## src/hw/rtl/irl_pkg.sv

```systemverilog
// Shared types and constants for the indexed record list.
// Used by irl_ctrl, irl_rec_store and indexed_record_list; no dependencies.
package irl_pkg;

  // Default sizes
  localparam int DEF_CAPACITY     = 64;
  localparam int DEF_RECORD_WIDTH = 32;

  // Fixed port widths
  localparam int OP_W      = 3;
  localparam int POS_W     = 6;
  localparam int IN_REC_W  = 32;
  localparam int OUT_REC_W = 32;
  localparam int CNT_OUT_W = 7;
  localparam int STAT_W    = 2;

  // Opcodes
  localparam logic [OP_W-1:0] OP_INS_FRONT = 3'd0;
  localparam logic [OP_W-1:0] OP_APPEND    = 3'd1;
  localparam logic [OP_W-1:0] OP_READ      = 3'd2;
  localparam logic [OP_W-1:0] OP_WRITE     = 3'd3;
  localparam logic [OP_W-1:0] OP_DELETE    = 3'd4;
  localparam logic [OP_W-1:0] OP_CLEAR     = 3'd5;

  // Status codes
  localparam logic [STAT_W-1:0] STAT_OK    = 2'd0;
  localparam logic [STAT_W-1:0] STAT_RANGE = 2'd1;
  localparam logic [STAT_W-1:0] STAT_FULL  = 2'd2;

  // Sequencer states
  typedef enum logic [2:0] {
    S_IDLE,
    S_WALK,
    S_ALLOC,
    S_POST,
    S_DEL_MID,
    S_DEL_FREE
  } state_t;

  // Record memory port controls
  typedef struct packed {
    logic rd_en;
    logic wr_en;
  } rec_ctl_t;

  // Finished transaction: status and where the record comes from
  typedef struct packed {
    logic              valid;
    logic [STAT_W-1:0] status;
    logic              from_mem;
    logic              from_in;
  } result_t;

endpackage

```

## src/hw/rtl/irl_rec_store.sv

```systemverilog
// Record memory of the indexed record list: one write and one registered read port.
// Depends on irl_pkg.
module irl_rec_store
  import irl_pkg::*;
#(
  parameter int CAPACITY     = DEF_CAPACITY,
  parameter int RECORD_WIDTH = DEF_RECORD_WIDTH,
  localparam int SW          = $clog2(CAPACITY)
) (
  input  logic                    clk,
  input  rec_ctl_t                ctl,
  input  logic [SW-1:0]           raddr,
  input  logic [SW-1:0]           waddr,
  input  logic [RECORD_WIDTH-1:0] wdata,
  output logic [RECORD_WIDTH-1:0] rdata
);

  logic [RECORD_WIDTH-1:0] mem [CAPACITY];

  // Write port
  always_ff @(posedge clk) begin
    if (ctl.wr_en) begin
      mem[waddr] <= wdata;
    end
  end

  // Read port; data holds until the next enabled read
  always_ff @(posedge clk) begin
    if (ctl.rd_en) begin
      rdata <= mem[raddr];
    end
  end

endmodule

```

## src/hw/rtl/irl_ctrl.sv

```systemverilog
// Sequencer of the indexed record list: list pointers, free chain and link memory.
// Depends on irl_pkg; drives the record memory in irl_rec_store.
module irl_ctrl
  import irl_pkg::*;
#(
  parameter int CAPACITY     = DEF_CAPACITY,
  parameter int RECORD_WIDTH = DEF_RECORD_WIDTH,
  localparam int SW          = $clog2(CAPACITY),
  localparam int CW          = $clog2(CAPACITY + 1)
) (
  input  logic                    clk,
  input  logic                    rst,
  input  logic                    start,
  input  logic [OP_W-1:0]         opcode,
  input  logic [POS_W-1:0]        position,
  input  logic [IN_REC_W-1:0]     record_in,
  output logic                    busy,
  output rec_ctl_t                rec_ctl,
  output logic [SW-1:0]           rec_raddr,
  output logic [SW-1:0]           rec_waddr,
  output logic [RECORD_WIDTH-1:0] rec_wdata,
  output result_t                 res,
  output logic [CW-1:0]           count
);

  localparam int CMPW = (CW > POS_W) ? CW : POS_W;

  state_t state, state_next;

  logic [OP_W-1:0]         op, op_next;
  logic [POS_W-1:0]        pos, pos_next;
  logic [RECORD_WIDTH-1:0] val, val_next;
  logic [SW-1:0]           first, first_next;
  logic [SW-1:0]           last, last_next;
  logic [SW-1:0]           cur, cur_next;
  logic [SW-1:0]           del_slot, del_slot_next;
  logic [SW-1:0]           free_head, free_head_next;
  logic [CW-1:0]           count_next;
  logic [CW-1:0]           fresh, fresh_next;
  logic [CW-1:0]           free_len, free_len_next;
  logic [POS_W-1:0]        rem, rem_next;

  // Link memory
  logic [SW-1:0] link_mem [CAPACITY];
  logic [SW-1:0] link_q;
  logic          link_we;
  logic [SW-1:0] link_waddr;
  logic [SW-1:0] link_wdata;
  logic [SW-1:0] mem_raddr;

  logic          full;
  logic          out_of_range;
  logic [SW-1:0] alloc_slot;
  logic [POS_W-1:0] steps;

  assign busy      = (state != S_IDLE);
  assign rec_raddr = mem_raddr;
  assign rec_wdata = val;

  assign full         = (count == CW'(CAPACITY));
  assign out_of_range = (CMPW'(position) >= CMPW'(count));
  // Reuse a freed slot first, else take the next never-used one
  assign alloc_slot   = (free_len != '0) ? free_head : fresh[SW-1:0];
  assign steps        = ((opcode == OP_DELETE) && (position != '0)) ?
                        (position - POS_W'(1)) : position;

  // Link memory ports
  always_ff @(posedge clk) begin
    if (link_we) begin
      link_mem[link_waddr] <= link_wdata;
    end
  end

  always_ff @(posedge clk) begin
    link_q <= link_mem[mem_raddr];
  end

  // State and pointer registers
  always_ff @(posedge clk) begin
    if (rst) begin
      state     <= S_IDLE;
      first     <= '0;
      last      <= '0;
      count     <= '0;
      fresh     <= '0;
      free_len  <= '0;
      free_head <= '0;
    end else begin
      state     <= state_next;
      first     <= first_next;
      last      <= last_next;
      count     <= count_next;
      fresh     <= fresh_next;
      free_len  <= free_len_next;
      free_head <= free_head_next;
    end
  end

  // Transaction payload and walk registers
  always_ff @(posedge clk) begin
    op       <= op_next;
    pos      <= pos_next;
    val      <= val_next;
    cur      <= cur_next;
    del_slot <= del_slot_next;
    rem      <= rem_next;
  end

  // Next state and memory controls
  always_comb begin
    state_next     = state;
    op_next        = op;
    pos_next       = pos;
    val_next       = val;
    first_next     = first;
    last_next      = last;
    cur_next       = cur;
    del_slot_next  = del_slot;
    free_head_next = free_head;
    count_next     = count;
    fresh_next     = fresh;
    free_len_next  = free_len;
    rem_next       = rem;
    mem_raddr      = cur;
    rec_ctl        = '0;
    rec_waddr      = cur;
    link_we        = 1'b0;
    link_waddr     = cur;
    link_wdata     = first;
    res            = '0;

    unique case (state)
      S_IDLE: begin
        if (start) begin
          op_next  = opcode;
          pos_next = position;
          val_next = RECORD_WIDTH'(record_in);
          unique case (opcode) inside
            OP_INS_FRONT, OP_APPEND: begin
              if (full) begin
                res.valid  = 1'b1;
                res.status = STAT_FULL;
              end else begin
                // fetch the successor of the free-chain head
                mem_raddr  = free_head;
                state_next = S_ALLOC;
              end
            end
            OP_READ, OP_WRITE, OP_DELETE: begin
              if (out_of_range) begin
                res.valid  = 1'b1;
                res.status = STAT_RANGE;
              end else begin
                mem_raddr     = first;
                rec_ctl.rd_en = 1'b1;
                cur_next      = first;
                rem_next      = steps;
                state_next    = (steps == '0) ? S_POST : S_WALK;
              end
            end
            OP_CLEAR: begin
              count_next    = '0;
              fresh_next    = '0;
              free_len_next = '0;
              first_next    = '0;
              last_next     = '0;
              res.valid     = 1'b1;
              res.status    = STAT_OK;
            end
            default: begin
              res.valid  = 1'b1;
              res.status = STAT_OK;
            end
          endcase
        end
      end

      // One link per cycle; the read of the next link is issued from link_q
      S_WALK: begin
        cur_next      = link_q;
        mem_raddr     = link_q;
        rec_ctl.rd_en = 1'b1;
        rem_next      = rem - POS_W'(1);
        if (rem == POS_W'(1)) begin
          state_next = S_POST;
        end
      end

      // Take a slot and link it in at the front or the end
      S_ALLOC: begin
        if (free_len != '0) begin
          free_head_next = link_q;
          free_len_next  = free_len - CW'(1);
        end else begin
          fresh_next = fresh + CW'(1);
        end
        rec_ctl.wr_en = 1'b1;
        rec_waddr     = alloc_slot;
        if (op == OP_INS_FRONT) begin
          link_we    = 1'b1;
          link_waddr = alloc_slot;
          link_wdata = first;
          first_next = alloc_slot;
          if (count == '0) begin
            last_next = alloc_slot;
          end
        end else begin
          if (count != '0) begin
            link_we    = 1'b1;
            link_waddr = last;
            link_wdata = alloc_slot;
          end else begin
            first_next = alloc_slot;
          end
          last_next = alloc_slot;
        end
        count_next   = count + CW'(1);
        res.valid    = 1'b1;
        res.status   = STAT_OK;
        res.from_in  = 1'b1;
        state_next   = S_IDLE;
      end

      // cur is the target (or its predecessor for a delete past the head);
      // link_q and the record read hold that slot's contents
      S_POST: begin
        state_next = S_IDLE;
        case (op)
          OP_READ: begin
            res.valid    = 1'b1;
            res.status   = STAT_OK;
            res.from_mem = 1'b1;
          end
          OP_WRITE: begin
            rec_ctl.wr_en = 1'b1;
            rec_waddr     = cur;
            res.valid     = 1'b1;
            res.status    = STAT_OK;
            res.from_in   = 1'b1;
          end
          OP_DELETE: begin
            if (pos == '0) begin
              // unlink the head and push it on the free chain
              first_next     = link_q;
              link_we        = 1'b1;
              link_waddr     = cur;
              link_wdata     = free_head;
              free_head_next = cur;
              free_len_next  = free_len + CW'(1);
              count_next     = count - CW'(1);
              if (count == CW'(1)) begin
                first_next = '0;
                last_next  = '0;
              end
              res.valid    = 1'b1;
              res.status   = STAT_OK;
              res.from_mem = 1'b1;
            end else begin
              // read the victim's link and record
              del_slot_next = link_q;
              mem_raddr     = link_q;
              rec_ctl.rd_en = 1'b1;
              state_next    = S_DEL_MID;
            end
          end
          default: begin
          end
        endcase
      end

      // Bypass the victim: predecessor takes the victim's successor
      S_DEL_MID: begin
        link_we    = 1'b1;
        link_waddr = cur;
        link_wdata = link_q;
        if (del_slot == last) begin
          last_next = cur;
        end
        state_next = S_DEL_FREE;
      end

      // Return the victim slot to the free chain
      S_DEL_FREE: begin
        link_we        = 1'b1;
        link_waddr     = del_slot;
        link_wdata     = free_head;
        free_head_next = del_slot;
        free_len_next  = free_len + CW'(1);
        count_next     = count - CW'(1);
        res.valid      = 1'b1;
        res.status     = STAT_OK;
        res.from_mem   = 1'b1;
        state_next     = S_IDLE;
      end

      default: begin
        state_next = S_IDLE;
      end
    endcase
  end

endmodule

```

## src/hw/rtl/indexed_record_list.sv

```systemverilog
// Indexed record list top level: sequencer, record memory and result register.
// Depends on irl_pkg, irl_ctrl and irl_rec_store.
//
// A bounded ordered list of records kept as a linked chain in a link memory
// and a record memory, both with registered reads. A transaction is
// taken when start is high and busy is low; its single result appears on
// status, record_out and entry_count for one cycle with done high and must
// be captured then, as the receiver cannot stall it. Clear, unused opcodes
// and rejected requests finish in the accepting state; insert and append
// pass through the allocation state; read and overwrite walk the chain to
// the position; delete walks to the target at position zero, else to its
// predecessor, and then bypasses and frees the victim. The link walk, one
// link memory read per cycle, sets how long a transaction takes, so it
// grows with the position. busy drops in the cycle that shows done, so the
// next transaction can be taken then. No clearing pass after reset is needed.
module indexed_record_list
  import irl_pkg::*;
#(
  parameter int CAPACITY     = DEF_CAPACITY,
  parameter int RECORD_WIDTH = DEF_RECORD_WIDTH
) (
  input  logic                 clk,
  input  logic                 rst,
  input  logic                 start,
  output logic                 busy,
  input  logic [OP_W-1:0]      opcode,
  input  logic [POS_W-1:0]     position,
  input  logic [IN_REC_W-1:0]  record_in,
  output logic                 done,
  output logic [STAT_W-1:0]    status,
  output logic [OUT_REC_W-1:0] record_out,
  output logic [CNT_OUT_W-1:0] entry_count
);

  localparam int SW = $clog2(CAPACITY);
  localparam int CW = $clog2(CAPACITY + 1);

  rec_ctl_t                rec_ctl;
  result_t                 res;
  logic [SW-1:0]           rec_raddr;
  logic [SW-1:0]           rec_waddr;
  logic [RECORD_WIDTH-1:0] rec_wdata;
  logic [RECORD_WIDTH-1:0] rec_rdata;
  logic [RECORD_WIDTH-1:0] rec_sel;
  logic [CW-1:0]           count;

  irl_ctrl #(
    .CAPACITY     (CAPACITY),
    .RECORD_WIDTH (RECORD_WIDTH)
  ) u_ctrl (
    .clk       (clk),
    .rst       (rst),
    .start     (start),
    .opcode    (opcode),
    .position  (position),
    .record_in (record_in),
    .busy      (busy),
    .rec_ctl   (rec_ctl),
    .rec_raddr (rec_raddr),
    .rec_waddr (rec_waddr),
    .rec_wdata (rec_wdata),
    .res       (res),
    .count     (count)
  );

  irl_rec_store #(
    .CAPACITY     (CAPACITY),
    .RECORD_WIDTH (RECORD_WIDTH)
  ) u_rec_store (
    .clk   (clk),
    .ctl   (rec_ctl),
    .raddr (rec_raddr),
    .waddr (rec_waddr),
    .wdata (rec_wdata),
    .rdata (rec_rdata)
  );

  // Record of the finished transaction; zero unless the status is ok
  always_comb begin
    rec_sel = '0;
    if (res.from_mem) begin
      rec_sel = rec_rdata;
    end else if (res.from_in) begin
      rec_sel = rec_wdata;
    end
  end

  // Result register
  always_ff @(posedge clk) begin
    if (rst) begin
      done <= 1'b0;
    end else begin
      done <= res.valid;
    end
  end

  always_ff @(posedge clk) begin
    if (res.valid) begin
      status     <= res.status;
      record_out <= OUT_REC_W'(rec_sel);
    end
  end

  // Count register already holds the post-transaction value while done is high
  assign entry_count = CNT_OUT_W'(count);

endmodule

```

## config.mk

```make
export PLATFORM = sky130hd
export DESIGN_NAME = indexed_record_list
export DESIGN_NICKNAME = d
export VERILOG_FILES = /design/src/hw/rtl/irl_pkg.sv /design/src/hw/rtl/irl_rec_store.sv /design/src/hw/rtl/irl_ctrl.sv /design/src/hw/rtl/indexed_record_list.sv
export SDC_FILE = /design/constraint.sdc
export NUM_CORES = 2
export LEC_CHECK = 0
export BUFFER_PORTS_ARGS = -buffer_cell sky130_fd_sc_hd__buf_2
export CAP_MARGIN = 15
export CORE_ASPECT_RATIO = 1.5
export CORE_UTILIZATION = 55
export CTS_BUF_LIST = sky130_fd_sc_hd__clkbuf_8
export CTS_CLUSTER_SIZE = 40
export DETAILED_ROUTE_END_ITERATION = 8
export PLACE_DENSITY_LB_ADDON = 0.15
export RECOVER_POWER = 50
export REMOVE_ABC_BUFFERS = 1
export SYNTH_ARGS = -nofsm -noshare
export SYNTH_HDL_FRONTEND = slang
export SYNTH_SLANG_ARGS = --single-unit
```

## constraint.sdc

```tcl
create_clock -name clk -period 6.08 [get_ports clk]
set_input_delay 1.216 -clock clk [delete_from_list [all_inputs] [get_ports clk]]
set_output_delay 1.216 -clock clk [all_outputs]
set_load 0.02 [all_outputs]
```

# Word level (Yosys, flattened, before mapping)
# Memory sizes are Yosys's and may differ from the RTL's. A register that Yosys moved wholly into a read port is not among the register bits.
# Index checks and enable logic that the tools add are counted.
[word_totals] ff_bits=136 ram_bits=2432 elab_cells=185 n_memories=2
[mem_list] name="u_rec_store.mem" words=64 width=32 read_ports=1 rd_clocked_by_memory_dff=1 write_ports=1 line="irl_rec_store.sv:18" rtl="logic [RECORD_WIDTH-1:0] mem [CAPACITY];"
[mem_list] name="u_ctrl.link_mem" words=64 width=6 read_ports=1 rd_clocked_by_memory_dff=1 write_ports=1 line="irl_ctrl.sv:44" rtl="logic [SW-1:0] link_mem [CAPACITY];"
[classes] n_addsub=7 magnitude_cmp=1 eq_ne=33 muxes=92 n_bitwise=1 n_reduce_logical=33
[op_table] operator="2-to-1 mux 6 bit" count=35
[op_table] operator="2-to-1 mux 32 bit" count=2
[op_table] operator="2-to-1 mux 7 bit" count=8
[op_table] operator="one-hot mux 7 bit (4 select lines)" count=2
[op_table] operator="one-hot mux 6 bit (3 select lines)" count=3
[op_table] operator="one-hot mux 6 bit (2 select lines)" count=4
[op_table] operator="one-hot mux 6 bit (4 select lines)" count=2
[op_table] operator="2-to-1 mux 3 bit" count=9
[op_table] operator="adder 7 x 1 -> 7 bit, second input constant" count=3
[op_table] operator="== test 3 x 2 -> 1 bit, second input constant" count=6
[op_table] operator="one-hot mux 3 bit (2 select lines)" count=3
[op_table] operator="== test 3 bit, second input constant" count=5
[op_table] operator="2-to-1 mux 1 bit" count=14
[op_table] operator="one-hot mux 7 bit (2 select lines)" count=1
[op_table] operator="nonzero test 7 bit" count=2
[op_table] operator="subtractor 7 x 1 -> 7 bit, second input constant" count=2
[op_table] operator="logical NOT 6 bit" count=2
[op_table] operator="inequality test 2 x 1 -> 1 bit, second input constant" count=6
[op_table] operator="inequality test 3 bit, second input constant" count=4
[op_table] operator="one-hot mux 3 bit (4 select lines)" count=1
[op_table] operator="AND reduction 4 bit" count=3
[op_table] operator="AND reduction 6 bit" count=2
[op_table] operator="subtractor 6 x 1 -> 6 bit, second input constant" count=2
[op_table] operator="inequality test 2 bit, second input constant" count=5
[op_table] operator="26 further kinds" count=41

# Longest topological paths before layout
[depth] word_depth=9 depth_mapped=19 depth_no_buf=14

# Hierarchy
# A second synthesis with hierarchy kept.
[hier_totals] cells_unflattened=4984 area_unflattened_um2=101607.4
[modules_own_cells] module="irl_rec_store" instances=1 cells_per_inst=3324 area_each_um2=78835.6 seq_area_each_um2=62459.9
[modules_own_cells] module="irl_ctrl" instances=1 cells_per_inst=1582 area_each_um2=21366.7 seq_area_each_um2=14243.7
[modules_own_cells] module="indexed_record_list" instances=1 cells_per_inst=78 area_each_um2=1405.1 seq_area_each_um2=1041.0

# Worst setup path after synthesis
# No wires, ideal clock.
[synth_path] path_type="register to register" start="register u_ctrl.count[0]" end="memory u_ctrl.link_mem[0][3] in the netlist's numbering (data pin)" arrival_time_ns=4.314 path_slack_ns=1.065 stages_incl_launch_ff=11 synth_period_minus_slack_ns=5.015 cell_sequence="dfxtp_1 > clkbuf_1 > inv_1 > ha_1 > nand3_1 > nor2_1 > nor2_1 > nand2_1 > nor3_1 > a21oi_1 > o21ai_0"
[synth_between] elab_chain_len=4
[synth_lines] item="start: declaration" line="irl_ctrl.sv:23" rtl="output logic [CW-1:0] count"
[synth_lines] item="start signal: assignment" line="irl_ctrl.sv:92" rtl="count <= count_next;"
[synth_lines] item="nonzero test 7 bit" line="irl_ctrl.sv:208" rtl="if (count != '0) begin"
[synth_lines] item="2-to-1 mux 6 bit" line="irl_ctrl.sv:208"
[synth_lines] item="2-to-1 mux 6 bit" line="irl_ctrl.sv:199" rtl="if (op == OP_INS_FRONT) begin"
[synth_lines] item="one-hot mux 6 bit (4 select lines)" line="irl_ctrl.sv:132" rtl="unique case (state)"
[synth_lines] item="net u_ctrl.link_wdata[3]" line="irl_ctrl.sv:48" rtl="logic [SW-1:0] link_wdata;"
[synth_lines] item="end: declaration" line="irl_ctrl.sv:44"
# The timed path passes the listed nets, and every way through them passes these cells.

# Worst setup path after layout
[layout_path] start="register u_ctrl.state[2]" end="register u_rec_store.rdata[6], read port of u_rec_store.mem (data pin)"
[layout_between] elab_chain_len=2 elab_cells_between_ends=5 classes_between="2 x eq/ne; 2 x mux; 1 x reduce/logical"
[layout_lines] item="start: declaration" line="irl_ctrl.sv:28" rtl="state_t state, state_next;"
[layout_lines] item="start signal: assignment" line="irl_ctrl.sv:89" rtl="state <= state_next;"
[layout_lines] item="== test 3 x 2 -> 1 bit, or another cell as far along" line="irl_ctrl.sv:132"
[layout_lines] item="one-hot mux 6 bit (3 select lines) / one-hot mux 1 bit (3 select lines) (equally long branches)" line="irl_ctrl.sv:132"
[layout_lines] item="end: declaration" line="irl_rec_store.sv:15" rtl="output logic [RECORD_WIDTH-1:0] rdata"
# Parallel ways exist; a longest one is shown, timed or not.
# A chain may end at the register's enable or synchronous reset.

==> flow_summary.yaml <==
logic_synthesis:
  synth_seq_cells: 2605
  synth_seq_area_share_pct: 74.4
  synthFlopType: "edfxtp_1"
  netlist_instances: 6858
  synth_edf_count: 2557
  syn_area_per_cell_um2: 15.2
  yosysWarnings: 0
  async_reset_ff_share_pct: 0
  synth_area_mm2: 0.104
  ys_types: 83
clock_tree:
  cts-root-buf: "clkbuf_8"
  cts_resized: 0
  path_clk_slew_ns: 0.07
  postCtsSetupBuffers: 0
  clk-insertion-delay-late_ns: 1.01
  clkSinkCount: 2605
  cts_tree: "done"
  cts_buffers: 381
  cts_max_level: 5
  cts_buffer_depth: 4
  cts_hold_buffers: 0
sta:
  finClkSkew_ns: 0.0878
  hold_viol_final: 0
  finalCriticalPeriod_ns: 5.59
  fmax_mhz: 179
  finalSetupViolations: 0
  fin_crit_sh_pct: 91.9
  worstMarginPinSlew_ns: 3.43
  rsz0062_at_grt: "no"
  maxSlewHeadroom_pct: -129
  hold_ws_ns: 0.398
  final_max_slew_viol_count: 2253
floorplan:
  num_io_pins: 87
  initial_core_util_pct: 55.5
  row_count: 195
  die_width_um: 358
  die_y_um: 536
  core_area_mm2: 0.188
  die_area_mm2: 0.192
setup_path:
  critical_path_class: "flip-flop to flip-flop"
  critPathCaptureType: "flip-flop"
  required_ns: 6.94
  crit_path_start_kind: "flip-flop"
  crit_arrival_ns: 6.45
  crit_fanout: 24
grt:
  gr-max-usage-layer: "met2"
  grtUsageMet1_pct: 44.4
  grt_max_degree: 105
  grtUsageMet2_pct: 57.2
  use_met3_pct: 6.51
  grt-ovfl-total: 0
  grt_use_total_pct: 35.0
  grt_pass1_wl_um: 474000
  grt_pass1_vias: 64900
  antenna_found_initial: 16
cells_and_area:
  layout.nets: 7346
  layout-drive-gt1-share_pct: 14.5
  nFillCells: 14000
  layout_commonest_cell: "edfxtp_1"
  seq_area_mm2: 0.0777
  final_util_pct: 62.1
  area_growth_pct: 11.9
  multi_input_area_mm2: 0.0251
  final_cell_mix: "edfxtp_1 (2,557), nand2_1 (1,264), nand3_1 (487)"
placed_design:
  port_buffers: 86
  gp_congestion: 0.896
  hpwl_um: 201000
status:
  failed_checks: "design-rule violations, max-capacitance violations, max-slew violations"
  status: "finished with violations"
routing:
  wirelength_um: 338000
  drtAntennaViolNets: 0
  post_drt_wl_per_cell_um: 33.6
  vias_per_cell: 6.71
  dr.pass1.iters: 9
  drc_errors: 2
  drt-initial-drc-count: 9633
  vias: 67400
power:
  power_density_mw_per_mm2: 335
  power_leakage_nw: 38.8
  ir_drop_v: 0.000229
  p_total_w: 0.0392
worst_hold_path:
  hold_path.class: "input port to flip-flop"
job:
  maxCapViolations: 38
## where the power goes
part	switching [W]	internal, W	leakage (nW)
registers	0.000131	0.0200	22.9
logic	0.00415	0.00191	12.0
clock network	0.00674	0.00627	3.90
total	0.0110	0.0282	38.8
## registers in the layout, summed over array words and instances, names as in the netlist, 7 cells and up
register	cells
u_rec_store.mem	2048
u_ctrl.link_mem	384
record_out	32
u_ctrl.rec_wdata	32
u_rec_store.rdata	32
u_ctrl.count	7
u_ctrl.free_len	7
## worst paths after layout
kind,startpoint,to,slack [ns],cells after the start
hold / removal,record_in[31],u_ctrl.rec_wdata[31],0.40,1
setup reg to reg,u_ctrl.state[2],u_rec_store.rdata[6],0.49,13
setup / recovery,u_ctrl.state[2],u_rec_store.rdata[6],0.49,13
hold reg to reg,u_ctrl.fresh[3],u_ctrl.fresh[3],0.52,2
## cell type report
type                            count  share of cell area (%)
Clock buffer                      394                    4.64
Inverter                           28                  0.0899
Timing Repair Buffer              484                    3.43
Clock inverter                    286                    1.18
Multi-Input combinational cell   3782                    21.5
Sequential cell                  2605                    66.5
Antenna cell                        9                  0.0193
Tap cell                         2462                    2.64
## Yosys cell counts (41+ instances only)
cell | number | share of area (%)
edfxtp_1 | 2557 | 73
nand2_1 | 1267 | 4.6
nand3_1 | 489 | 2.3
mux2i_1 | 376 | 3.6
nor2_1 | 253 | 0.91
buf_2 | 185 | 0.89
clkbuf_1 | 159 | 0.57
a211oi_1 | 153 | 1.1
mux4_2 | 137 | 3.0
a311oi_1 | 128 | 1.1
a21oi_1 | 125 | 0.60
and4_1 | 120 | 1.0
a31oi_1 | 92 | 0.55
a22oi_1 | 57 | 0.41
a32oi_1 | 53 | 0.44
o21ai_0 | 53 | 0.25
dfxtp_1 | 48 | 0.92
a22o_1 | 43 | 0.36
buf_4 | 41 | 0.29
nand4_1 | 41 | 0.25
## metrics by stage
stage / worst slack [ns] / instance area (um^2) / TNS, ns / cells
5_1_grt: 0.436 / 117000 / 0 / 10000
3_3_place_gp: 0.128 / 110000 / 0 / 9360
6_report: 0.495 / 117000 / 0 / 10100
2_1_floorplan: -32.59 / 102000 / -1114.27 / 6415
3_5_place_dp: 0.177 / 110000 / 0 / 9361
4_1_cts: 0.975 / 117000 / 0 / 10000
## cell families after synthesis
| kind of cell | count (synthesis) | synth area share (%) |
|---|---|---|
| xor+xnor | 25 | 0.210 |
| compound gates | 915 | 6.42 |
| simple gates | 2300 | 9.87 |
| buf+inv | 471 | 2.18 |
| flops | 2605 | 74.4 |
| fa+ha+maj | 20 | 0.247 |
| mux | 522 | 6.65 |
## metal layers
layer,routed length [um],vias up
met2,163000,4585
met3,35300,1043
li1,-,27600
met4,21200,8
met1,119000,34200
met5,82,-
## critical path, cell delays in order (launching register included)
cell and delay [ns]:
dfxtp_1 0.52, or4b_1 0.72, inv_1 0.14, clkbuf_1 0.74, nand3_1 0.24, o21bai_2 0.21
a21o_4 0.54, buf_4 0.34, buf_4 0.38, mux2i_1 0.14, mux2i_1 0.16, mux2i_1 0.11
o211ai_1 0.89, and4_1 0.33
Note: power is estimated with default switching activity, not from simulation.
